--- src/design/mmce_pkg.sv ---
// types, widths and register codes shared by the min/max column envelope design
// no dependencies
package mmce_pkg;

    localparam int TIME_BITS       = 40;
    localparam int SAMPLE_BITS     = 24;
    localparam int PERIOD_BITS     = 16;
    localparam int WIDTH_BITS      = 13;
    localparam int GAP_BITS        = 12;
    localparam int CFG_INDEX_BITS  = 2;
    localparam int CFG_DATA_BITS   = 16;
    localparam int QUEUE_DEPTH     = 2;

    localparam logic [PERIOD_BITS-1:0] PERIOD_RESET      = PERIOD_BITS'(50);
    localparam logic [WIDTH_BITS-1:0]  TRACE_WIDTH_RESET = WIDTH_BITS'(800);
    localparam logic [GAP_BITS-1:0]    GAP_MAX           = {GAP_BITS{1'b1}};

    typedef enum logic [CFG_INDEX_BITS-1:0] {
        REG_COLUMN_PERIOD = CFG_INDEX_BITS'(0),
        REG_TRACE_WIDTH   = CFG_INDEX_BITS'(1)
    } cfg_reg_t;

    typedef struct packed {
        logic        [TIME_BITS-1:0]   timestamp_ms;
        logic signed [SAMPLE_BITS-1:0] sample;
    } sample_item_t;

    typedef struct packed {
        logic        [TIME_BITS-1:0]   column_index;
        logic signed [SAMPLE_BITS-1:0] column_min;
        logic signed [SAMPLE_BITS-1:0] column_max;
        logic        [GAP_BITS-1:0]    gap_columns;
        logic        [SAMPLE_BITS-1:0] peak_abs;
    } column_result_t;

    typedef struct packed {
        logic        [TIME_BITS-1:0]   column;
        logic signed [SAMPLE_BITS-1:0] sample;
    } column_entry_t;

endpackage

--- src/design/mmce_front.sv ---
// front end: takes a sample transaction and finds its column with a bit-serial divider
// depends on mmce_pkg
module mmce_front
    import mmce_pkg::*;
(
    input  logic                   clk,
    input  logic                   rst_n,
    input  logic                   push,
    input  sample_item_t           item,
    output logic                   full,
    input  logic [PERIOD_BITS-1:0] period,
    output logic                   q_push,
    output column_entry_t          q_entry,
    input  logic                   q_full
);

    localparam int COUNT_BITS = $clog2(TIME_BITS);

    typedef enum logic [1:0] {
        ST_IDLE,
        ST_DIVIDE,
        ST_HOLD
    } state_t;

    state_t                        state_reg, state_next;
    logic [COUNT_BITS-1:0]         count_reg, count_next;
    logic [TIME_BITS-1:0]          quo_reg, quo_next;
    logic [PERIOD_BITS-1:0]        rem_reg, rem_next;
    logic [PERIOD_BITS-1:0]        div_reg, div_next;
    logic signed [SAMPLE_BITS-1:0] sample_reg, sample_next;

    logic [PERIOD_BITS:0]          trial;
    logic [PERIOD_BITS:0]          trial_diff;
    logic                          trial_ge;

    assign trial      = {rem_reg, quo_reg[TIME_BITS-1]};
    assign trial_diff = trial - {1'b0, div_reg};
    assign trial_ge   = (trial >= {1'b0, div_reg});

    always_comb
    begin
        state_next  = state_reg;
        count_next  = count_reg;
        quo_next    = quo_reg;
        rem_next    = rem_reg;
        div_next    = div_reg;
        sample_next = sample_reg;
        unique case (state_reg)
            ST_IDLE:
            begin
                if (push)
                begin
                    state_next  = ST_DIVIDE;
                    count_next  = COUNT_BITS'(TIME_BITS - 1);
                    quo_next    = item.timestamp_ms;
                    rem_next    = '0;
                    div_next    = (period == '0) ? PERIOD_BITS'(1) : period;
                    sample_next = item.sample;
                end
            end
            ST_DIVIDE:
            begin
                // one quotient bit per cycle, restoring
                if (trial_ge)
                begin
                    rem_next = trial_diff[PERIOD_BITS-1:0];
                end
                else
                begin
                    rem_next = trial[PERIOD_BITS-1:0];
                end
                quo_next = {quo_reg[TIME_BITS-2:0], trial_ge};
                if (count_reg == '0)
                begin
                    state_next = ST_HOLD;
                end
                else
                begin
                    count_next = count_reg - COUNT_BITS'(1);
                end
            end
            ST_HOLD:
            begin
                if (!q_full)
                begin
                    state_next = ST_IDLE;
                end
            end
            default:
            begin
                state_next = ST_IDLE;
            end
        endcase
    end

    always_ff @(posedge clk or negedge rst_n)
    begin
        if (!rst_n)
        begin
            state_reg  <= ST_IDLE;
            count_reg  <= '0;
            quo_reg    <= '0;
            rem_reg    <= '0;
            div_reg    <= '0;
            sample_reg <= '0;
        end
        else
        begin
            state_reg  <= state_next;
            count_reg  <= count_next;
            quo_reg    <= quo_next;
            rem_reg    <= rem_next;
            div_reg    <= div_next;
            sample_reg <= sample_next;
        end
    end

    assign full           = (state_reg != ST_IDLE);
    assign q_push         = (state_reg == ST_HOLD) && !q_full;
    assign q_entry.column = quo_reg;
    assign q_entry.sample = sample_reg;

endmodule

--- src/design/mmce_queue.sv ---
// short register queue of column entries between front and back
// depends on mmce_pkg
module mmce_queue
    import mmce_pkg::*;
#(
    parameter int DEPTH = QUEUE_DEPTH
)
(
    input  logic          clk,
    input  logic          rst_n,
    input  logic          wr,
    input  column_entry_t wr_entry,
    output logic          full,
    input  logic          rd,
    output column_entry_t rd_entry,
    output logic          empty
);

    localparam int PTR_BITS = (DEPTH > 1) ? $clog2(DEPTH) : 1;
    localparam int CNT_BITS = $clog2(DEPTH + 1);

    column_entry_t         mem_reg [DEPTH];
    logic [PTR_BITS-1:0]   wr_ptr_reg, wr_ptr_next;
    logic [PTR_BITS-1:0]   rd_ptr_reg, rd_ptr_next;
    logic [CNT_BITS-1:0]   count_reg, count_next;
    logic                  do_wr;
    logic                  do_rd;

    assign full  = (count_reg == CNT_BITS'(DEPTH));
    assign empty = (count_reg == '0);
    assign do_wr = wr && !full;
    assign do_rd = rd && !empty;

    assign rd_entry = mem_reg[rd_ptr_reg];

    always_comb
    begin
        wr_ptr_next = wr_ptr_reg;
        rd_ptr_next = rd_ptr_reg;
        count_next  = count_reg;
        if (do_wr)
        begin
            wr_ptr_next = (wr_ptr_reg == PTR_BITS'(DEPTH - 1)) ? '0 : wr_ptr_reg + PTR_BITS'(1);
        end
        if (do_rd)
        begin
            rd_ptr_next = (rd_ptr_reg == PTR_BITS'(DEPTH - 1)) ? '0 : rd_ptr_reg + PTR_BITS'(1);
        end
        if (do_wr && !do_rd)
        begin
            count_next = count_reg + CNT_BITS'(1);
        end
        else if (do_rd && !do_wr)
        begin
            count_next = count_reg - CNT_BITS'(1);
        end
    end

    always_ff @(posedge clk or negedge rst_n)
    begin
        if (!rst_n)
        begin
            wr_ptr_reg <= '0;
            rd_ptr_reg <= '0;
            count_reg  <= '0;
        end
        else
        begin
            wr_ptr_reg <= wr_ptr_next;
            rd_ptr_reg <= rd_ptr_next;
            count_reg  <= count_next;
        end
    end

    always_ff @(posedge clk)
    begin
        if (do_wr)
        begin
            mem_reg[wr_ptr_reg] <= wr_entry;
        end
    end

endmodule

--- src/design/mmce_back.sv ---
// back end: tracks the open column envelope and peak, emits closed columns
// depends on mmce_pkg
module mmce_back
    import mmce_pkg::*;
(
    input  logic                  clk,
    input  logic                  rst_n,
    input  column_entry_t         q_entry,
    input  logic                  q_empty,
    output logic                  q_pop,
    input  logic [WIDTH_BITS-1:0] trace_width,
    output column_result_t        result,
    output logic                  empty,
    input  logic                  pop
);

    logic                          open_reg, open_next;
    logic [TIME_BITS-1:0]          col_reg, col_next;
    logic signed [SAMPLE_BITS-1:0] min_reg, min_next;
    logic signed [SAMPLE_BITS-1:0] max_reg, max_next;
    logic [SAMPLE_BITS-1:0]        peak_reg, peak_next;
    logic                          res_valid_reg, res_valid_next;
    column_result_t                res_reg, res_next;

    logic [SAMPLE_BITS-1:0]        mag;
    logic [WIDTH_BITS-1:0]         cap;
    logic [GAP_BITS-1:0]           limit;
    logic [TIME_BITS-1:0]          diff;
    logic [GAP_BITS-1:0]           gap;

    assign q_pop = !q_empty && (!res_valid_reg || pop);

    assign mag   = q_entry.sample[SAMPLE_BITS-1] ? (~q_entry.sample + SAMPLE_BITS'(1))
                                                 : q_entry.sample;
    assign cap   = (trace_width == '0) ? '0 : trace_width - WIDTH_BITS'(1);
    assign limit = (cap > WIDTH_BITS'(GAP_MAX)) ? GAP_MAX : cap[GAP_BITS-1:0];
    assign diff  = q_entry.column - col_reg - TIME_BITS'(1);

    always_comb
    begin
        gap = '0;
        if (q_entry.column > col_reg)
        begin
            gap = (diff > TIME_BITS'(limit)) ? limit : diff[GAP_BITS-1:0];
        end
    end

    always_comb
    begin
        open_next      = open_reg;
        col_next       = col_reg;
        min_next       = min_reg;
        max_next       = max_reg;
        peak_next      = peak_reg;
        res_valid_next = res_valid_reg && !pop;
        res_next       = res_reg;
        if (q_pop)
        begin
            if (mag > peak_reg)
            begin
                peak_next = mag;
            end
            if (!open_reg)
            begin
                open_next = 1'b1;
                col_next  = q_entry.column;
                min_next  = q_entry.sample;
                max_next  = q_entry.sample;
            end
            else if (q_entry.column == col_reg)
            begin
                if (q_entry.sample < min_reg)
                begin
                    min_next = q_entry.sample;
                end
                if (q_entry.sample > max_reg)
                begin
                    max_next = q_entry.sample;
                end
            end
            else
            begin
                res_valid_next        = 1'b1;
                res_next.column_index = col_reg;
                res_next.column_min   = min_reg;
                res_next.column_max   = max_reg;
                res_next.gap_columns  = gap;
                res_next.peak_abs     = (mag > peak_reg) ? mag : peak_reg;
                col_next              = q_entry.column;
                min_next              = q_entry.sample;
                max_next              = q_entry.sample;
            end
        end
    end

    always_ff @(posedge clk or negedge rst_n)
    begin
        if (!rst_n)
        begin
            open_reg      <= 1'b0;
            col_reg       <= '0;
            min_reg       <= '0;
            max_reg       <= '0;
            peak_reg      <= '0;
            res_valid_reg <= 1'b0;
            res_reg       <= '0;
        end
        else
        begin
            open_reg      <= open_next;
            col_reg       <= col_next;
            min_reg       <= min_next;
            max_reg       <= max_next;
            peak_reg      <= peak_next;
            res_valid_reg <= res_valid_next;
            res_reg       <= res_next;
        end
    end

    assign result = res_reg;
    assign empty  = !res_valid_reg;

endmodule

--- src/design/min_max_column_envelope.sv ---
// top level of the min/max column envelope decimator
// depends on mmce_pkg, mmce_front, mmce_queue, mmce_back
//
// Takes timestamped signed samples and reduces them to display columns of
// column_period_ms milliseconds each. A sample in a new column closes the open
// one and yields one result transaction: the closed column's index, its minimum
// and maximum, the number of empty columns skipped before the new one (capped at
// trace_width - 1 and at 4095) and the peak magnitude seen since reset. The first
// sample after reset only opens a column. The column number of each input
// transaction comes from a bit-serial divider that produces one quotient bit
// per cycle, and the front end takes no new sample until its entry is queued.
// A short queue and a result register let input and output stall independently.
// Configuration must be written only while the block is idle; the block does not enforce it.
module min_max_column_envelope
    import mmce_pkg::*;
#(
    parameter int QUEUE_DEPTH_P = QUEUE_DEPTH
)
(
    input  logic                      clk,
    input  logic                      rst_n,
    input  logic                      push,
    input  sample_item_t              item,
    output logic                      full,
    output logic                      empty,
    input  logic                      pop,
    output column_result_t            result,
    input  logic                      cfg_write,
    input  logic [CFG_INDEX_BITS-1:0] cfg_index,
    input  logic [CFG_DATA_BITS-1:0]  cfg_data
);

    logic [PERIOD_BITS-1:0] period_reg;
    logic [WIDTH_BITS-1:0]  width_reg;

    logic                   q_push;
    logic                   q_pop;
    logic                   q_full;
    logic                   q_empty;
    column_entry_t          q_wr_entry;
    column_entry_t          q_rd_entry;

    always_ff @(posedge clk or negedge rst_n)
    begin
        if (!rst_n)
        begin
            period_reg <= PERIOD_RESET;
            width_reg  <= TRACE_WIDTH_RESET;
        end
        else if (cfg_write)
        begin
            unique case (cfg_index)
                REG_COLUMN_PERIOD: period_reg <= cfg_data[PERIOD_BITS-1:0];
                REG_TRACE_WIDTH:   width_reg  <= cfg_data[WIDTH_BITS-1:0];
                default:           ;
            endcase
        end
    end

    mmce_front u_front (
        .clk     (clk),
        .rst_n   (rst_n),
        .push    (push),
        .item    (item),
        .full    (full),
        .period  (period_reg),
        .q_push  (q_push),
        .q_entry (q_wr_entry),
        .q_full  (q_full)
    );

    mmce_queue #(
        .DEPTH (QUEUE_DEPTH_P)
    ) u_queue (
        .clk      (clk),
        .rst_n    (rst_n),
        .wr       (q_push),
        .wr_entry (q_wr_entry),
        .full     (q_full),
        .rd       (q_pop),
        .rd_entry (q_rd_entry),
        .empty    (q_empty)
    );

    mmce_back u_back (
        .clk         (clk),
        .rst_n       (rst_n),
        .q_entry     (q_rd_entry),
        .q_empty     (q_empty),
        .q_pop       (q_pop),
        .trace_width (width_reg),
        .result      (result),
        .empty       (empty),
        .pop         (pop)
    );

`ifndef SYNTHESIS
    a_busy_after_accept: assert property (@(posedge clk) disable iff (!rst_n)
        push && !full |=> full)
        else $error("front end not busy after accepting a transaction");

    a_no_push_when_full: assert property (@(posedge clk) disable iff (!rst_n)
        !(q_push && q_full))
        else $error("front end pushed into a full queue");

    a_min_le_max: assert property (@(posedge clk) disable iff (!rst_n)
        !empty |-> result.column_min <= result.column_max)
        else $error("closed column minimum above its maximum");

    a_peak_covers_max: assert property (@(posedge clk) disable iff (!rst_n)
        !empty && !result.column_max[SAMPLE_BITS-1] |->
            result.peak_abs >= result.column_max)
        else $error("peak magnitude below closed column maximum");
`endif

endmodule
--- config.mk ---
export PLATFORM = sky130hd
export DESIGN_NAME = min_max_column_envelope
export DESIGN_NICKNAME = d
export VERILOG_FILES = /design/src/design/mmce_pkg.sv /design/src/design/mmce_front.sv /design/src/design/mmce_queue.sv /design/src/design/mmce_back.sv /design/src/design/min_max_column_envelope.sv
export SDC_FILE = /design/constraint.sdc
export NUM_CORES = 1
export LEC_CHECK = 0
export CORE_UTILIZATION = 69
export DETAILED_ROUTE_END_ITERATION = 10
export DONT_BUFFER_PORTS = 1
export PLACE_DENSITY_LB_ADDON = 0.05
export SETUP_SLACK_MARGIN = 0.1
export SYNTH_ARGS = -nofsm -noshare
export SYNTH_HDL_FRONTEND = slang
export SYNTH_SLANG_ARGS = --single-unit
--- constraint.sdc ---
create_clock -name clk -period 8.4 [get_ports clk]
set_input_delay 1.68 -clock clk [delete_from_list [all_inputs] [get_ports clk]]
set_output_delay 1.68 -clock clk [all_outputs]
set_load 0.03 [all_outputs]
==> flow_metrics.py <==
metrics = {
    "status": {
        "outcome": "complete, no violations",
    },
    "placed_design": {
        "dpl_cell_area_sq_um": 25900,
        "portBuffers": 0,
        "dpl.hpwl_mm": 43.7,
        "gp_congestion": 0.971,
        "pre_cts_ws_ps": 2030,
    },
    "routing": {
        "wl_met2_mm": 26.5,
        "dr_wl_met3_mm": 5.16,
        "dr.max_layer_used": "met4",
        "first_pass_iters": 6,
        "met1Wirelength_mm": 28.9,
        "viasPerCell": 6.27,
        "routed_wl_mm": 61.7,
        "vias": 18400,
        "avgRoutedWirePerCell_um": 21.0,
        "drt_iter0_markers": 1566,
        "drtAntennaViolNets": 0,
        "drc": 0,
    },
    "timing": {
        "timing.final.crit_period_ps": 6440,
        "slew_headroom_pct": 13.9,
        "fin_skew_ps": 17.5,
        "finalSetupTns_ps": 0,
        "fin_hold_ws_ps": 467,
        "rsz0062_at_grt": "false",
        "fin_ws_ps": 1960,
        "timing.final.hold_violations": 0,
        "min_period_over_period_pct": 76.6,
        "setup-violations-final": 0,
        "fmax_ghz": 0.155,
        "worst_pin_slew_ps": 1290,
        "drv_slew": 0,
    },
    "global_route": {
        "grt_max_degree": 376,
        "overflow": 0,
        "grt_antenna_before_repair": 0,
        "grt_pass1_vias": 17600,
        "track_usage_pct": 32.9,
        "grt_pass1_wl_mm": 97.2,
    },
    "layout": {
        "final_area_sq_um": 27800,
        "final_nets": 2661,
        "antennaDiodeCount": 0,
        "final_cell_mix": "nand2_1 (391), dfrtp_1 (368), o21ai_0 (227), inv_1 (164), ha_1 (145)",
        "post-route-util_pct": 75.9,
        "largest_reg_flops": 128,
        "area_growth_pct": 7.95,
        "layout_commonest_cell": "nand2_1",
        "fillCellCount": 2409,
        "drive_gt1_share_pct": 11.7,
    },
    "die": {
        "initial_core_util_pct": 70.3,
        "pin_count": 213,
        "dieArea_sq_um": 38100,
        "rows": 70,
        "fp.dieW_um": 195,
        "floorplan.die.height_um": 195,
        "core_area_sq_um": 36600,
    },
    "clock_network": {
        "cts_buffers": 50,
        "cts_max_level": 2,
        "clkLatencyLatePin_ps": 600,
        "cts_sinks": 503,
        "hold_buffers": 0,
        "cts_buffer_depth": 3,
        "cts_tree": "built",
        "post_cts_buffers": 0,
        "cts-resized-gates": 0,
        "path_clk_slew_ps": 70,
        "clockRootBuffer": "clkbuf_16",
    },
    "job": {
        "drv_cap": 0,
    },
    "hold_path": {
        "min_from": "u_front.sample_reg[6]$_DFFE_PN0P_",
        "hold_path.class": "flip-flop to flip-flop",
    },
    "critical_path": {
        "crit_type": "flip-flop to flip-flop",
        "end_kind": "flip-flop",
        "max_stage_delay_ps": 1120,
        "required_ps": 8880,
        "cp_max_fo": 48,
        "critPathTopFamily": "simple AND/OR/NAND/NOR gates",
        "path_buf_inv": 1,
        "slowest_stage": "dfrtp_2",
        "cp-start-kind": "flip-flop",
        "cp_cell_sequence": "mux2i_1, o21ai_0, or2_2, nor2_1, nand2_1, nor2_1, and2_1, inv_1, nor4_1, ha_1, nand4_1, or2_2, nor3_1, o21ai_0, o211ai_1, nand3_1, mux2_2",
        "cp-startpoint": "u_queue.rd_ptr_reg$_DFFE_PN0P_",
        "worstReg2RegStart": "u_queue.rd_ptr_reg$_DFFE_PN0P_",
        "cp.arrival_ps": 6920,
    },
    "logic_synthesis": {
        "ys_seq_elements": 503,
        "synth_top_area_cell": "dfrtp_1",
        "synth.top_cell.area_share_pct": 35.9,
        "syn-num-nets": 2715,
        "synth_edf_count": 128,
        "synthTopCellsByArea": "dfrtp_1 (36%), edfxtp_1 (15%), ha_1 (7.1%), mux2_2 (6.0%), nand2_1 (5.7%)",
        "synth-seq-area-share_pct": 51.4,
        "yosysWarningCount": 0,
        "synth_cell_types": 91,
        "synthArstFlopShare_pct": 74.6,
        "synthFlopType": "dfrtp_1",
        "synthesis.area_sq_um": 25700,
        "synth_area_per_cell_sq_um": 10.4,
        "syn_inst": 2481,
    },
    "pwr": {
        "powerDensity_nw_per_um2": 185,
        "ir_worst_vdd_mv": 0.276,
        "p_leak_nw": 12.1,
    },
}
-- per-layer routing --
metal	up-vias	GRT usage, %
met5	-	0
met1	9033	50.9
met4	0	7.20
met2	673	47.5
met3	79	7.62
li1	8637	-
-- path summary, 6_finish.rpt --
| kind | endpoint | slack (ps) | cells past startpoint |
|---|---|---|---|
| min reg2reg | u_queue.mem_reg[0][6]$_DFFE_PP_ | 470 | 0 |
| max | u_back.peak_reg[8]$_DFFE_PN0P_ | 1960 | 17 |
| min in group asynchronous | u_back.result[101]$_DFFE_PN0P_ | 790 | 0 |
| min | u_queue.mem_reg[0][6]$_DFFE_PP_ | 470 | 0 |
| max reg2reg | u_back.peak_reg[8]$_DFFE_PN0P_ | 1960 | 17 |
| max in group asynchronous | u_back.min_reg[19]$_DFFE_PN0P_ | 6750 | 0 |
-- layout make-up --
type	instances	area (sq um)	share of cell area, %
well taps	468	586	2.11
clock inverters	31	434	1.56
repair buffers	10	75.1	0.270
clock buffers	63	1440	5.17
flip-flops and latches	503	13200	47.7
multi-input cells	1695	11400	41.0
inverters	167	627	2.26
-- cells by family after synthesis --
| family | share of synthesized area [%] |
|---|---|
| AND/OR/NAND/NOR | 12.8 |
| AO/OA/AOI/OAI | 13.5 |
| flip-flops | 51.4 |
| buffers and inverters | 4.53 |
| multiplexers | 8.46 |
| adder cells (fa/ha/maj) | 7.25 |
| XOR/XNOR | 2.08 |
-- metrics by stage --
stage	cells	total power, mW
global route	2937	5.27
CTS	2937	5.15
finish	2937	5.13
detailed placement	2843	2.70
global placement	2843	2.69
floorplan	2481	2.66
-- power by group --
part           internal, mW  switching (mW)  total [mW]  leakage [nW]
Sequential             2.53          0.0273        2.56          5.87
Clock                  1.50           0.971        2.47         0.910
Combinational        0.0453          0.0545      0.0998          5.31
-- Yosys cell counts (all sizes together), types with 48 or more instances --
| master | number |
|---|---|
| nand2 | 392 |
| dfrtp | 369 |
| o21ai | 240 |
| inv | 166 |
| mux2 | 153 |
| ha | 145 |
| edfxtp | 128 |
| nor2 | 118 |
| a21oi | 101 |
| clkbuf | 68 |
| a31oi | 51 |
| buf | 48 |
Power figures use the tool's default switching activity.
